### config.mk
export PLATFORM = sky130hd
export DESIGN_NAME = time_weighted_moving_average
export DESIGN_NICKNAME = d
export VERILOG_FILES = /design/src/design/twma_pkg.sv /design/src/design/twma_div.sv /design/src/design/twma_dp.sv /design/src/design/twma_seq.sv /design/src/design/time_weighted_moving_average.sv
export SDC_FILE = /design/constraint.sdc
export NUM_CORES = 2
export LEC_CHECK = 0
export BUFFER_PORTS_ARGS = -buffer_cell sky130_fd_sc_hd__buf_2
export CAP_MARGIN = 0
export CORE_MARGIN = 1.5
export CORE_UTILIZATION = 40
export DETAILED_ROUTE_END_ITERATION = 8
export MAX_ROUTING_LAYER = met4
export PLACE_DENSITY_LB_ADDON = 0.2
export RECOVER_POWER = 50
export SYNTH_ARGS = -nofsm -noshare
export SYNTH_HDL_FRONTEND = slang
export SYNTH_HIERARCHICAL = 1
export SYNTH_SLANG_ARGS = --single-unit
### constraint.sdc
create_clock -name clk -period 14.1 [get_ports clk]
set_input_delay 2.82 -clock clk [delete_from_list [all_inputs] [get_ports clk]]
set_output_delay 2.82 -clock clk [all_outputs]
set_load 0.05 [all_outputs]
### src/design/twma_pkg.sv
`timescale 1ns / 1ps
// ----------------------------------------------------------------------------
// twma_pkg
// Shared types, constants and the microcode program of the time weighted
// moving average block.
// ----------------------------------------------------------------------------
package twma_pkg;

  localparam int MAX_GAP_SECONDS_DEF = 10;
  localparam int FRACTION_BITS_DEF   = 16;

  localparam int TS_W  = 48;
  localparam int SMP_W = 32;
  localparam int AVG_W = 32;
  localparam int WIN_W = 32;

  localparam int CFG_AW  = 3;
  localparam int CFG_DW  = 32;
  localparam int CFG_IDX_W = CFG_AW - 2;

  localparam logic [CFG_IDX_W-1:0] REG_WINDOW = CFG_IDX_W'(0);

  typedef struct packed {
    logic                    func;
    logic [TS_W-1:0]         timestamp;
    logic signed [SMP_W-1:0] sample;
  } in_item_t;

  typedef struct packed {
    logic [AVG_W-1:0] average;
    logic             accepted;
  } out_item_t;

  typedef enum logic [3:0] {
    OP_NOP,
    OP_CAPTURE,
    OP_GAP,
    OP_DIV_W,
    OP_W_SAT,
    OP_DIV_X,
    OP_X_SAT,
    OP_MUL_A,
    OP_MUL_B,
    OP_BLEND,
    OP_COMMIT,
    OP_OUT
  } dp_op_t;

  typedef enum logic [2:0] {
    C_NONE,
    C_NO_ITEM,
    C_NEG,
    C_DIV_BUSY,
    C_PLAIN,
    C_GAP_ZERO,
    C_OUT_BUSY
  } jcond_t;

  localparam int STEP_W = 4;

  localparam logic [STEP_W-1:0] STEP_IDLE   = STEP_W'(0);
  localparam logic [STEP_W-1:0] STEP_GAP    = STEP_W'(1);
  localparam logic [STEP_W-1:0] STEP_WDIV   = STEP_W'(2);
  localparam logic [STEP_W-1:0] STEP_WWAIT  = STEP_W'(3);
  localparam logic [STEP_W-1:0] STEP_WSAT   = STEP_W'(4);
  localparam logic [STEP_W-1:0] STEP_XDIV   = STEP_W'(5);
  localparam logic [STEP_W-1:0] STEP_XWAIT  = STEP_W'(6);
  localparam logic [STEP_W-1:0] STEP_XSAT   = STEP_W'(7);
  localparam logic [STEP_W-1:0] STEP_MULA   = STEP_W'(8);
  localparam logic [STEP_W-1:0] STEP_MULB   = STEP_W'(9);
  localparam logic [STEP_W-1:0] STEP_BLEND  = STEP_W'(10);
  localparam logic [STEP_W-1:0] STEP_COMMIT = STEP_W'(11);
  localparam logic [STEP_W-1:0] STEP_OUT    = STEP_W'(12);

  typedef struct packed {
    dp_op_t            op;
    jcond_t            cond;
    logic [STEP_W-1:0] target;
    logic              fin;
  } ucode_t;

  typedef struct packed {
    logic in_valid;
    logic neg;
    logic plain;
    logic gap_zero;
    logic div_busy;
    logic out_busy;
  } seq_stat_t;

  function automatic ucode_t ucode_rom(input logic [STEP_W-1:0] step);
    ucode_t u;
    u = '{op: OP_NOP, cond: C_NONE, target: STEP_IDLE, fin: 1'b0};
    unique case (step)
      STEP_IDLE:   u = '{op: OP_CAPTURE, cond: C_NO_ITEM,  target: STEP_IDLE,   fin: 1'b0};
      STEP_GAP:    u = '{op: OP_GAP,     cond: C_NEG,      target: STEP_OUT,    fin: 1'b0};
      STEP_WDIV:   u = '{op: OP_DIV_W,   cond: C_NONE,     target: STEP_IDLE,   fin: 1'b0};
      STEP_WWAIT:  u = '{op: OP_NOP,     cond: C_DIV_BUSY, target: STEP_WWAIT,  fin: 1'b0};
      STEP_WSAT:   u = '{op: OP_W_SAT,   cond: C_PLAIN,    target: STEP_MULA,   fin: 1'b0};
      STEP_XDIV:   u = '{op: OP_DIV_X,   cond: C_GAP_ZERO, target: STEP_COMMIT, fin: 1'b0};
      STEP_XWAIT:  u = '{op: OP_NOP,     cond: C_DIV_BUSY, target: STEP_XWAIT,  fin: 1'b0};
      STEP_XSAT:   u = '{op: OP_X_SAT,   cond: C_NONE,     target: STEP_IDLE,   fin: 1'b0};
      STEP_MULA:   u = '{op: OP_MUL_A,   cond: C_NONE,     target: STEP_IDLE,   fin: 1'b0};
      STEP_MULB:   u = '{op: OP_MUL_B,   cond: C_NONE,     target: STEP_IDLE,   fin: 1'b0};
      STEP_BLEND:  u = '{op: OP_BLEND,   cond: C_NONE,     target: STEP_IDLE,   fin: 1'b0};
      STEP_COMMIT: u = '{op: OP_COMMIT,  cond: C_NONE,     target: STEP_IDLE,   fin: 1'b0};
      STEP_OUT:    u = '{op: OP_OUT,     cond: C_OUT_BUSY, target: STEP_OUT,    fin: 1'b1};
      default:     u = '{op: OP_NOP,     cond: C_NONE,     target: STEP_IDLE,   fin: 1'b1};
    endcase
    return u;
  endfunction

endpackage

### src/design/twma_div.sv
`timescale 1ns / 1ps
// ----------------------------------------------------------------------------
// twma_div
// Restoring unsigned divider, one quotient bit per cycle.
// ----------------------------------------------------------------------------
module twma_div #(
  parameter int DIV_N = 47,
  parameter int DIV_D = 32
) (
  input  logic             clk,
  input  logic             rst_n,
  input  logic             start,
  input  logic [DIV_N-1:0] dividend,
  input  logic [DIV_D-1:0] divisor,
  output logic             busy,
  output logic [DIV_N-1:0] quotient
);

  localparam int CNT_W = $clog2(DIV_N + 1);

  logic [DIV_D-1:0] rem_r, rem_nxt;
  logic [DIV_N-1:0] quo_r, quo_nxt;
  logic [DIV_D-1:0] den_r, den_nxt;
  logic [CNT_W-1:0] cnt_r, cnt_nxt;
  logic             busy_r, busy_nxt;
  logic [DIV_D:0]   trial;
  logic [DIV_D:0]   diff;
  logic             ge;

  always_comb begin
    trial    = {rem_r, quo_r[DIV_N-1]};
    diff     = trial - {1'b0, den_r};
    ge       = trial >= {1'b0, den_r};
    rem_nxt  = rem_r;
    quo_nxt  = quo_r;
    den_nxt  = den_r;
    cnt_nxt  = cnt_r;
    busy_nxt = busy_r;
    if (start) begin
      rem_nxt  = '0;
      quo_nxt  = dividend;
      den_nxt  = divisor;
      cnt_nxt  = CNT_W'(DIV_N);
      busy_nxt = 1'b1;
    end else if (busy_r) begin
      rem_nxt = ge ? diff[DIV_D-1:0] : trial[DIV_D-1:0];
      quo_nxt = {quo_r[DIV_N-2:0], ge};
      cnt_nxt = cnt_r - CNT_W'(1);
      if (cnt_r == CNT_W'(1)) begin
        busy_nxt = 1'b0;
      end
    end
  end

  always_ff @(posedge clk) begin
    if (!rst_n) begin
      busy_r <= 1'b0;
      cnt_r  <= '0;
    end else begin
      busy_r <= busy_nxt;
      cnt_r  <= cnt_nxt;
    end
  end

  always_ff @(posedge clk) begin
    rem_r <= rem_nxt;
    quo_r <= quo_nxt;
    den_r <= den_nxt;
  end

  assign busy     = busy_r;
  assign quotient = quo_r;

endmodule

### src/design/twma_dp.sv
`timescale 1ns / 1ps
// ----------------------------------------------------------------------------
// twma_dp
// Datapath: item registers, clamped gap, weight and rate division, blend
// multiplies and the running state.
// ----------------------------------------------------------------------------
module twma_dp #(
  parameter int MAX_GAP_SECONDS = twma_pkg::MAX_GAP_SECONDS_DEF,
  parameter int FRACTION_BITS   = twma_pkg::FRACTION_BITS_DEF
) (
  input  logic                        clk,
  input  logic                        rst_n,
  input  twma_pkg::ucode_t            ctrl,
  input  logic                        in_accept,
  input  twma_pkg::in_item_t          in_item,
  input  logic [twma_pkg::WIN_W-1:0]  window,
  output logic                        neg,
  output logic                        plain,
  output logic                        gap_zero,
  output logic                        div_busy,
  output twma_pkg::out_item_t         result
);

  localparam logic [63:0] GAP_MAX = 64'(MAX_GAP_SECONDS) << FRACTION_BITS;
  localparam int GAP_W  = $clog2(GAP_MAX + 64'd1);
  localparam int W_W    = FRACTION_BITS + 1;
  localparam int DIV_N  = (GAP_W > 31) ? GAP_W + FRACTION_BITS : 31 + FRACTION_BITS;
  localparam int DIV_D  = (GAP_W > twma_pkg::WIN_W) ? GAP_W : twma_pkg::WIN_W;
  localparam int PROD_W = twma_pkg::AVG_W + W_W;
  localparam logic [W_W-1:0]   ONE_W   = W_W'(1) << FRACTION_BITS;
  localparam logic [DIV_N-1:0] ONE_Q   = DIV_N'(1) << FRACTION_BITS;
  localparam logic [DIV_N-1:0] MAX32_Q = DIV_N'(64'hFFFF_FFFF);

  logic                          func_r, func_nxt;
  logic [twma_pkg::TS_W-1:0]     ts_r, ts_nxt;
  logic [twma_pkg::SMP_W-1:0]    smp_r, smp_nxt;
  logic [GAP_W-1:0]              gap_r, gap_nxt;
  logic [W_W-1:0]                w_r, w_nxt;
  logic [twma_pkg::AVG_W-1:0]    x_r, x_nxt;
  logic [PROD_W-1:0]             pa_r, pa_nxt;
  logic [PROD_W-1:0]             pb_r, pb_nxt;
  logic [twma_pkg::AVG_W-1:0]    avg_r, avg_nxt;
  logic [twma_pkg::TS_W-1:0]     last_r, last_nxt;

  logic [twma_pkg::TS_W-1:0]     diff;
  logic [GAP_W-1:0]              gap_c;
  logic                          div_start;
  logic [DIV_N-1:0]              div_dividend;
  logic [DIV_D-1:0]              div_divisor;
  logic [DIV_N-1:0]              quo;
  logic [PROD_W:0]               sum;

  twma_div #(
    .DIV_N (DIV_N),
    .DIV_D (DIV_D)
  ) u_div (
    .clk      (clk),
    .rst_n    (rst_n),
    .start    (div_start),
    .dividend (div_dividend),
    .divisor  (div_divisor),
    .busy     (div_busy),
    .quotient (quo)
  );

  always_comb begin
    diff = ts_r - last_r;
    if (ts_r < last_r) begin
      gap_c = '0;
    end else if (64'(diff) > GAP_MAX) begin
      gap_c = GAP_W'(GAP_MAX);
    end else begin
      gap_c = GAP_W'(diff);
    end
  end

  always_comb begin
    div_start    = (ctrl.op == twma_pkg::OP_DIV_W) || (ctrl.op == twma_pkg::OP_DIV_X);
    div_dividend = DIV_N'({gap_r, {FRACTION_BITS{1'b0}}});
    div_divisor  = DIV_D'(window);
    if (ctrl.op == twma_pkg::OP_DIV_X) begin
      div_dividend = DIV_N'({smp_r[twma_pkg::SMP_W-2:0], {FRACTION_BITS{1'b0}}});
      div_divisor  = DIV_D'(gap_r);
    end
  end

  always_comb begin
    sum      = (PROD_W + 1)'(pa_r) + (PROD_W + 1)'(pb_r);
    func_nxt = func_r;
    ts_nxt   = ts_r;
    smp_nxt  = smp_r;
    gap_nxt  = gap_r;
    w_nxt    = w_r;
    x_nxt    = x_r;
    pa_nxt   = pa_r;
    pb_nxt   = pb_r;
    avg_nxt  = avg_r;
    last_nxt = last_r;
    unique case (ctrl.op)
      twma_pkg::OP_CAPTURE: begin
        if (in_accept) begin
          func_nxt = in_item.func;
          ts_nxt   = in_item.timestamp;
          smp_nxt  = in_item.sample;
        end
      end
      twma_pkg::OP_GAP: begin
        gap_nxt = gap_c;
      end
      twma_pkg::OP_W_SAT: begin
        if (window == '0 || quo > ONE_Q) begin
          w_nxt = ONE_W;
        end else begin
          w_nxt = quo[W_W-1:0];
        end
        x_nxt = {1'b0, smp_r[twma_pkg::SMP_W-2:0]};
      end
      twma_pkg::OP_X_SAT: begin
        x_nxt = (quo > MAX32_Q) ? '1 : quo[twma_pkg::AVG_W-1:0];
      end
      twma_pkg::OP_MUL_A: begin
        pa_nxt = PROD_W'(avg_r) * PROD_W'(ONE_W - w_r);
      end
      twma_pkg::OP_MUL_B: begin
        pb_nxt = PROD_W'(x_r) * PROD_W'(w_r);
      end
      twma_pkg::OP_BLEND: begin
        avg_nxt = sum[FRACTION_BITS +: twma_pkg::AVG_W];
      end
      twma_pkg::OP_COMMIT: begin
        last_nxt = ts_r;
      end
      default: begin
      end
    endcase
  end

  always_ff @(posedge clk) begin
    if (!rst_n) begin
      avg_r  <= '0;
      last_r <= '0;
    end else begin
      avg_r  <= avg_nxt;
      last_r <= last_nxt;
    end
  end

  always_ff @(posedge clk) begin
    func_r <= func_nxt;
    ts_r   <= ts_nxt;
    smp_r  <= smp_nxt;
    gap_r  <= gap_nxt;
    w_r    <= w_nxt;
    x_r    <= x_nxt;
    pa_r   <= pa_nxt;
    pb_r   <= pb_nxt;
  end

  assign neg      = smp_r[twma_pkg::SMP_W-1];
  assign plain    = !func_r;
  assign gap_zero = (gap_r == '0);
  assign result   = '{average: avg_r, accepted: !smp_r[twma_pkg::SMP_W-1]};

endmodule

### src/design/twma_seq.sv
`timescale 1ns / 1ps
// ----------------------------------------------------------------------------
// twma_seq
// Microcode sequencer: step counter, program table and conditional jumps.
// ----------------------------------------------------------------------------
module twma_seq (
  input  logic                 clk,
  input  logic                 rst_n,
  input  twma_pkg::seq_stat_t  stat,
  output twma_pkg::ucode_t     ctrl
);

  logic [twma_pkg::STEP_W-1:0] step_r, step_nxt;
  twma_pkg::ucode_t            uword;
  logic                        jump;

  always_comb begin
    uword = twma_pkg::ucode_rom(step_r);
    unique case (uword.cond)
      twma_pkg::C_NO_ITEM:  jump = !stat.in_valid;
      twma_pkg::C_NEG:      jump = stat.neg;
      twma_pkg::C_DIV_BUSY: jump = stat.div_busy;
      twma_pkg::C_PLAIN:    jump = stat.plain;
      twma_pkg::C_GAP_ZERO: jump = stat.gap_zero;
      twma_pkg::C_OUT_BUSY: jump = stat.out_busy;
      default:              jump = 1'b0;
    endcase
    priority if (jump) begin
      step_nxt = uword.target;
    end else if (uword.fin) begin
      step_nxt = twma_pkg::STEP_IDLE;
    end else begin
      step_nxt = step_r + twma_pkg::STEP_W'(1);
    end
  end

  always_ff @(posedge clk) begin
    if (!rst_n) begin
      step_r <= twma_pkg::STEP_IDLE;
    end else begin
      step_r <= step_nxt;
    end
  end

  assign ctrl = uword;

endmodule

### src/design/time_weighted_moving_average.sv
`timescale 1ns / 1ps
// Sequence: a plain item runs one division, a rate item two (the second is abandoned
//   at zero gap), a negative sample none; divider width DIV_N = FRACTION_BITS + 31.
// Flow: one item at a time; the next item is taken the cycle after the result enters
//   the output register. Non-negative items wait on the single bit-per-cycle divider.
// Reset: synchronous active-low rst_n clears average and last time to zero and
//   sets window_duration to 1.0.
// ----------------------------------------------------------------------------
// time_weighted_moving_average
// Time weighted exponential moving average with an APB window register.
// ----------------------------------------------------------------------------
module time_weighted_moving_average #(
  parameter int MAX_GAP_SECONDS = twma_pkg::MAX_GAP_SECONDS_DEF,
  parameter int FRACTION_BITS   = twma_pkg::FRACTION_BITS_DEF
) (
  input  logic                          clk,
  input  logic                          rst_n,
  input  logic                          in_valid,
  output logic                          in_ready,
  input  twma_pkg::in_item_t            in_data,
  output logic                          out_valid,
  input  logic                          out_ready,
  output twma_pkg::out_item_t           out_data,
  input  logic                          cfg_psel,
  input  logic                          cfg_penable,
  input  logic                          cfg_pwrite,
  input  logic [twma_pkg::CFG_AW-1:0]   cfg_paddr,
  input  logic [twma_pkg::CFG_DW-1:0]   cfg_pwdata,
  output logic [twma_pkg::CFG_DW-1:0]   cfg_prdata,
  output logic                          cfg_pready
);

  localparam logic [twma_pkg::WIN_W-1:0] WIN_RESET = twma_pkg::WIN_W'(1) << FRACTION_BITS;

  logic [twma_pkg::WIN_W-1:0] wd_r, wd_nxt;
  logic                       out_valid_r, out_valid_nxt;
  twma_pkg::out_item_t        out_data_r, out_data_nxt;

  twma_pkg::ucode_t           ctrl;
  twma_pkg::seq_stat_t        stat;
  twma_pkg::out_item_t        result;
  logic                       dp_neg;
  logic                       dp_plain;
  logic                       dp_gap_zero;
  logic                       dp_div_busy;
  logic                       cfg_wr;
  logic                       sel_window;
  logic                       out_busy;
  logic                       out_load;

  assign cfg_pready = 1'b1;
  assign sel_window = (cfg_paddr[twma_pkg::CFG_AW-1:2] == twma_pkg::REG_WINDOW);
  assign cfg_wr     = cfg_psel && cfg_penable && cfg_pwrite && cfg_pready;
  assign cfg_prdata = sel_window ? twma_pkg::CFG_DW'(wd_r) : '0;

  assign in_ready = (ctrl.op == twma_pkg::OP_CAPTURE);
  assign out_busy = out_valid_r && !out_ready;
  assign out_load = (ctrl.op == twma_pkg::OP_OUT) && !out_busy;

  always_comb begin
    stat = '{in_valid: in_valid, neg: dp_neg, plain: dp_plain, gap_zero: dp_gap_zero,
             div_busy: dp_div_busy, out_busy: out_busy};
  end

  twma_seq u_seq (
    .clk   (clk),
    .rst_n (rst_n),
    .stat  (stat),
    .ctrl  (ctrl)
  );

  twma_dp #(
    .MAX_GAP_SECONDS (MAX_GAP_SECONDS),
    .FRACTION_BITS   (FRACTION_BITS)
  ) u_dp (
    .clk       (clk),
    .rst_n     (rst_n),
    .ctrl      (ctrl),
    .in_accept (in_valid && in_ready),
    .in_item   (in_data),
    .window    (wd_r),
    .neg       (dp_neg),
    .plain     (dp_plain),
    .gap_zero  (dp_gap_zero),
    .div_busy  (dp_div_busy),
    .result    (result)
  );

  always_comb begin
    wd_nxt        = wd_r;
    out_valid_nxt = out_valid_r;
    out_data_nxt  = out_data_r;
    if (cfg_wr && sel_window) begin
      wd_nxt = twma_pkg::WIN_W'(cfg_pwdata);
    end
    if (out_load) begin
      out_valid_nxt = 1'b1;
      out_data_nxt  = result;
    end else if (out_ready) begin
      out_valid_nxt = 1'b0;
    end
  end

  always_ff @(posedge clk) begin
    if (!rst_n) begin
      wd_r        <= WIN_RESET;
      out_valid_r <= 1'b0;
    end else begin
      wd_r        <= wd_nxt;
      out_valid_r <= out_valid_nxt;
    end
  end

  always_ff @(posedge clk) begin
    out_data_r <= out_data_nxt;
  end

  assign out_valid = out_valid_r;
  assign out_data  = out_data_r;

`ifndef SYNTHESIS
  a_capture_then_gap: assert property (@(posedge clk) disable iff (!rst_n)
    (in_valid && in_ready) |=> (ctrl.op == twma_pkg::OP_GAP))
    else $error("accepted item not followed by gap step");

  a_load_sets_valid: assert property (@(posedge clk) disable iff (!rst_n)
    out_load |=> out_valid_r)
    else $error("result load did not raise out_valid");

  a_window_hold: assert property (@(posedge clk) disable iff (!rst_n)
    !(cfg_wr && sel_window) |=> $stable(wd_r))
    else $error("window register changed without a write");

  a_negative_rejected: assert property (@(posedge clk) disable iff (!rst_n)
    (out_load && dp_neg) |=> !out_data_r.accepted)
    else $error("negative sample reported as accepted");
`endif

endmodule
==> results.md <==
- Setup violations remaining at the end of the flow were counted as 0.
- Summed over all cells, the static leakage comes to approximately 30 nW.
- The die is 397.9 um wide.
- The number of warnings printed during yosys synthesis is 6.
- The worst pin sits at a relative slew slack of -1.136.
- The count of endpoints failing hold in the final timing report is 0.
- The number of setup buffers added after CTS is 0.
- The synthesized area divided by synthesized cell count is ~9 um2.
- The final number of max-transition violations is between 500 and 600.
- The min-delay analysis places its worst path in the category flip-flop to flip-flop.
- The run finished, with violations left.
- The site row count is 144.
- The CTS buffer count is 66.
- The core region is 0.1544 mm2.
- The fraction of registers with async set/reset is 0.
- Relative to the synthesized area, the layout overhead comes to 7.912%.
- The detail-routed via count per cell is just over 5.
- Broken down by cell family, the worst path's largest delay share belongs to adder cells.
- The half-perimeter wire length of the detailed placement result is around 120 mm.
- The clock root buffer master is sky130_fd_sc_hd__clkbuf_16.
- The buffers plus inverters on the worst setup path is 6.
- The checks that failed: capacitance limit, slew limit.
- Clock-pin slew was measured on the worst setup and hold paths at 60 ps.
- The fraction of final layout cells with drive strength greater than 1 is 0.07490.
- The upper clock frequency limit is ~90 MHz.
- The launching element type of the critical path is a flip-flop.
- The total I/O pin count is ~190.
- The final worst clock skew is roughly 50 ps.
- In this run the remaining antenna-violating nets after routing total 0.
- The critical path's most frequent cell is sky130_fd_sc_hd__fa_1.
- The initial cell density of the core is 0.4040.
- The via count of the first global-routing pass is just under 50,000.
- Buffers inserted to repair hold after CTS numbered 0.
- The total of fill cells in the finished design is 15,200.
- The tree built by TritonCTS fans out to approximately 530 sinks.
- In the global route stage, overall resource usage came out at 0.2201.
- Routability-driven placement finished with a final weighted congestion of roughly 0.88.
- The synthesized design contains between 500 and 600 register bits.
- At the pin with the least slew margin, the transition time is approximately 3200 ps.
- The first-pass iteration count of the detailed router is 6.
- For this block, the via count after detailed routing is roughly 46,000.
- The post-cts sizing count is 0.
- For this run, the slowest stage of the critical path takes ~1300 ps.
- The global-route wire length before repair is roughly 270 mm.
- In this run the worst path has a maximum fanout of 27.
- The count of nets after finishing is around 8,200.
- The repair_antennas step left the layout with diodes totalling 0.
- For the final routed database, the setup TNS stands at 0 ps.
- The count of cells in the finished layout, fillers not included, comes to 8,853.
- VDD sags by at most 112.7 uV.
- The number of I/O port buffers is roughly 190.
- The routed design could run at a clock period as short as 11,050 ps.
- The arrival time at the worst endpoint is 11,480 ps.
- Setup repair after global routing left no endpoint under its margin.
- For this run, the register share of the synthesized area comes to 0.2262.
- The post-synthesis instance area is 0.06238 mm2.
- The worst-skew pair later-pin latency is 710 ps.
- The pin count of the biggest net entering global routing is 73.
- The kind of critical path is flip-flop to flip-flop.
- In this run the power density over the cells is approximately 100 mW/mm2.
- Dividing the final minimum period by the clock period gives 0.7840.
- The CTS tree is built.
- Synthesis handed over a netlist of 6,776 instances.
- The floorplan step defined a die boundary enclosing 0.1583 mm2.
- After layout, the worst setup slack is a little over 3000 ps.
- The routed wire length is 166.1 mm.
- The detail-routed net length per standard cell is approximately 19 um.
- Max-cap violations in this run came to 13.
- For this block, the initial DRC count from the detailed router was approximately 2,600.
- From bottom edge to top edge, the die measures roughly 400 um.
- Once placement completed, the tool counted placed cells totaling between 8,000 and 9,000.
- The placement-stage worst setup slack is roughly 4000 ps.
- The distinct cell type count of the synthesized netlist is 100.
- The maximum root-to-sink buffer count is 3.
- STA classifies the critical path endpoint as a flip-flop.
- The number of antenna violations at the first check in global routing is 1.
- The number of enable-type register cells in the synthesized netlist is about 360.
- For this run, design rule violations remaining after detail routing come to 0.
- The total grt overflow is 0.
- The count of H-tree levels built during CTS is 3.
- The most common flop cell mapped by yosys is sky130_fd_sc_hd__edfxtp_1.
- At the worst endpoint, the required time is roughly 15,000 ps.
- The worst-path cell with the longest stage delay is sky130_fd_sc_hd__clkbuf_1.
-- cell usage after synthesis, drive strengths merged (10+ instances only) --
library cell	instances	area, um2
mux2	91	1032
clkbuf	322	1209
nor3	54	270.3
mux2i	49	490.5
nand3	63	320.3
nand2	1199	4506
o21bai	22	165.2
a21o	96	720.7
a21oi	307	1548
or2	26	162.6
a2111oi	10	95.09
and3	31	193.9
o211ai	16	125.1
xnor2	126	1104
nor2b	72	450.4
a21boi	14	105.1
inv	1183	4441
fa	930	18620
xor2	58	508.0
nand4	42	269.0
edfxtp	358	10750
o21a	38	285.3
a211oi	37	282.8
a31oi	30	187.7
nor4	56	427.9
or3	15	93.84
buf	53	327.8
nor2	263	987.2
o31ai	16	130.1
o21ai	125	633.1
and2	313	1959
ha	397	4967
nand2b	28	175.2
dfxtp	168	3363
-- worst min-delay path: cells and delay by family (launching register included) --
kind             cells  cell delay, ps
AND/OR/NAND/NOR      1              50
AO/OA/AOI/OAI        1              50
flip-flops           1             300
-- worst paths after layout --
| path | start | end | slack [ps] | cells past startpoint |
|---|---|---|---|---|
| worst min-delay path | u_dp/avg_r[1]$_SDFFE_PN0N_ | u_dp/avg_r[1]$_SDFFE_PN0N_ | 450 | 2 |
| worst max register to register | u_dp/w_r[0]$_SDFFCE_PP0N_ | u_dp/pa_r[46]$_DFFE_PN_ | 3050 | 31 |
| worst max-delay path | u_dp/w_r[0]$_SDFFCE_PP0N_ | u_dp/pa_r[46]$_DFFE_PN_ | 3050 | 31 |
| worst min register to register | u_dp/avg_r[1]$_SDFFE_PN0N_ | u_dp/avg_r[1]$_SDFFE_PN0N_ | 450 | 2 |
-- registers in the layout, summed over array words and instances, names as in the netlist, 33 cells and up --
signal	flops
out_data	33
u_dp/u_div/quotient	47
u_dp/pa_r	48
u_dp/pb_r	48
u_dp/last_r	48
u_dp/ts_r	48
-- cell usage in the layout (no fill, tap or decap), types with 22 or more instances in the layout --
cell                        netlist  layout
sky130_fd_sc_hd__edfxtp_1       358     358
sky130_fd_sc_hd__clkbuf_16        0      66
sky130_fd_sc_hd__nand3_1         62      62
sky130_fd_sc_hd__buf_4            5      46
sky130_fd_sc_hd__dfxtp_1        168     167
sky130_fd_sc_hd__a31oi_1         30      30
sky130_fd_sc_hd__nand2b_1        28      28
sky130_fd_sc_hd__xor2_1          58      52
sky130_fd_sc_hd__o21a_1          38      37
sky130_fd_sc_hd__xnor2_1        126     118
sky130_fd_sc_hd__or2_2           24      24
sky130_fd_sc_hd__nor2_1         263     255
sky130_fd_sc_hd__buf_2           19     173
sky130_fd_sc_hd__nor2b_1         72      72
sky130_fd_sc_hd__fa_1           930     930
sky130_fd_sc_hd__mux2i_1         49      49
sky130_fd_sc_hd__nand4_1         41      41
sky130_fd_sc_hd__nor4_1          45      45
sky130_fd_sc_hd__a211oi_1        36      35
sky130_fd_sc_hd__o21bai_1        22      22
sky130_fd_sc_hd__nand2_1       1197    1196
sky130_fd_sc_hd__and2_1         312     295
sky130_fd_sc_hd__ha_1           397     397
sky130_fd_sc_hd__o21ai_0        113     113
sky130_fd_sc_hd__nor3_1          54      53
sky130_fd_sc_hd__clkbuf_1       322      70
sky130_fd_sc_hd__and3_1          31      31
sky130_fd_sc_hd__a21o_1          96      96
sky130_fd_sc_hd__a21oi_1        304     304
sky130_fd_sc_hd__inv_1         1182    1182
sky130_fd_sc_hd__mux2_2          89      89
-- cell families (layout without fill, tap and decap cells) --
group	count (synthesis)	in the layout	share of synthesized area
AO/OA/AOI/OAI	822	822	0.08482
AND/OR/NAND/NOR	2215	2215	0.1645
flip-flops	526	526	0.2262
adder cells (fa/ha/maj)	1327	1327	0.3781
buffers and inverters	1560	1578	0.09601
multiplexers	140	140	0.02441
XOR/XNOR	184	184	0.02583
other	2	17	0.0001204
-- through the flow --
step / utilization / instance area, um2 / hold slack, ps / total power (W)
2_1_floorplan: - / 62440 / 406.4 / 0.004369
4_1_cts: 0.4371 / 67500 / 450.7 / 0.006931
3_5_place_dp: 0.4225 / 65240 / 444.8 / 0.005120
3_3_place_gp: 0.4225 / 65240 / 441.3 / 0.005098
5_1_grt: 0.4360 / 67320 / 468.5 / 0.007358
6_report: 0.4360 / 67320 / 446.5 / 0.006874
-- power breakdown --
group | leakage (nW) | internal (W) | total, W | switching (W)
sequential | 4.72 | 0.00205 | 0.00232 | 0.000272
combinational | 24.2 | 0.00108 | 0.00280 | 0.00172
clock | 1.08 | 0.00100 | 0.00175 | 0.000749
total | 30.0 | 0.00414 | 0.00687 | 0.00274
-- final cells by class --
class | instances | area, um2 | share of cell area
multi-input cells | 4705 | 42530 | 0.6318
well taps | 2044 | 2557 | 0.03799
repair buffers | 271 | 1406 | 0.02089
inverters | 1185 | 4453 | 0.06615
flip-flops and latches | 526 | 14110 | 0.2097
clock inverters | 34 | 481.7 | 0.007156
clock buffers | 88 | 1774 | 0.02636
-- routing by layer --
metal	GRT usage	part of all wire
met5	-	0
met4	0.05350	0.024
met3	0.03134	0.055
met2	0.3614	0.48
met1	0.2864	0.44
Power figures use the tool's default switching activity.
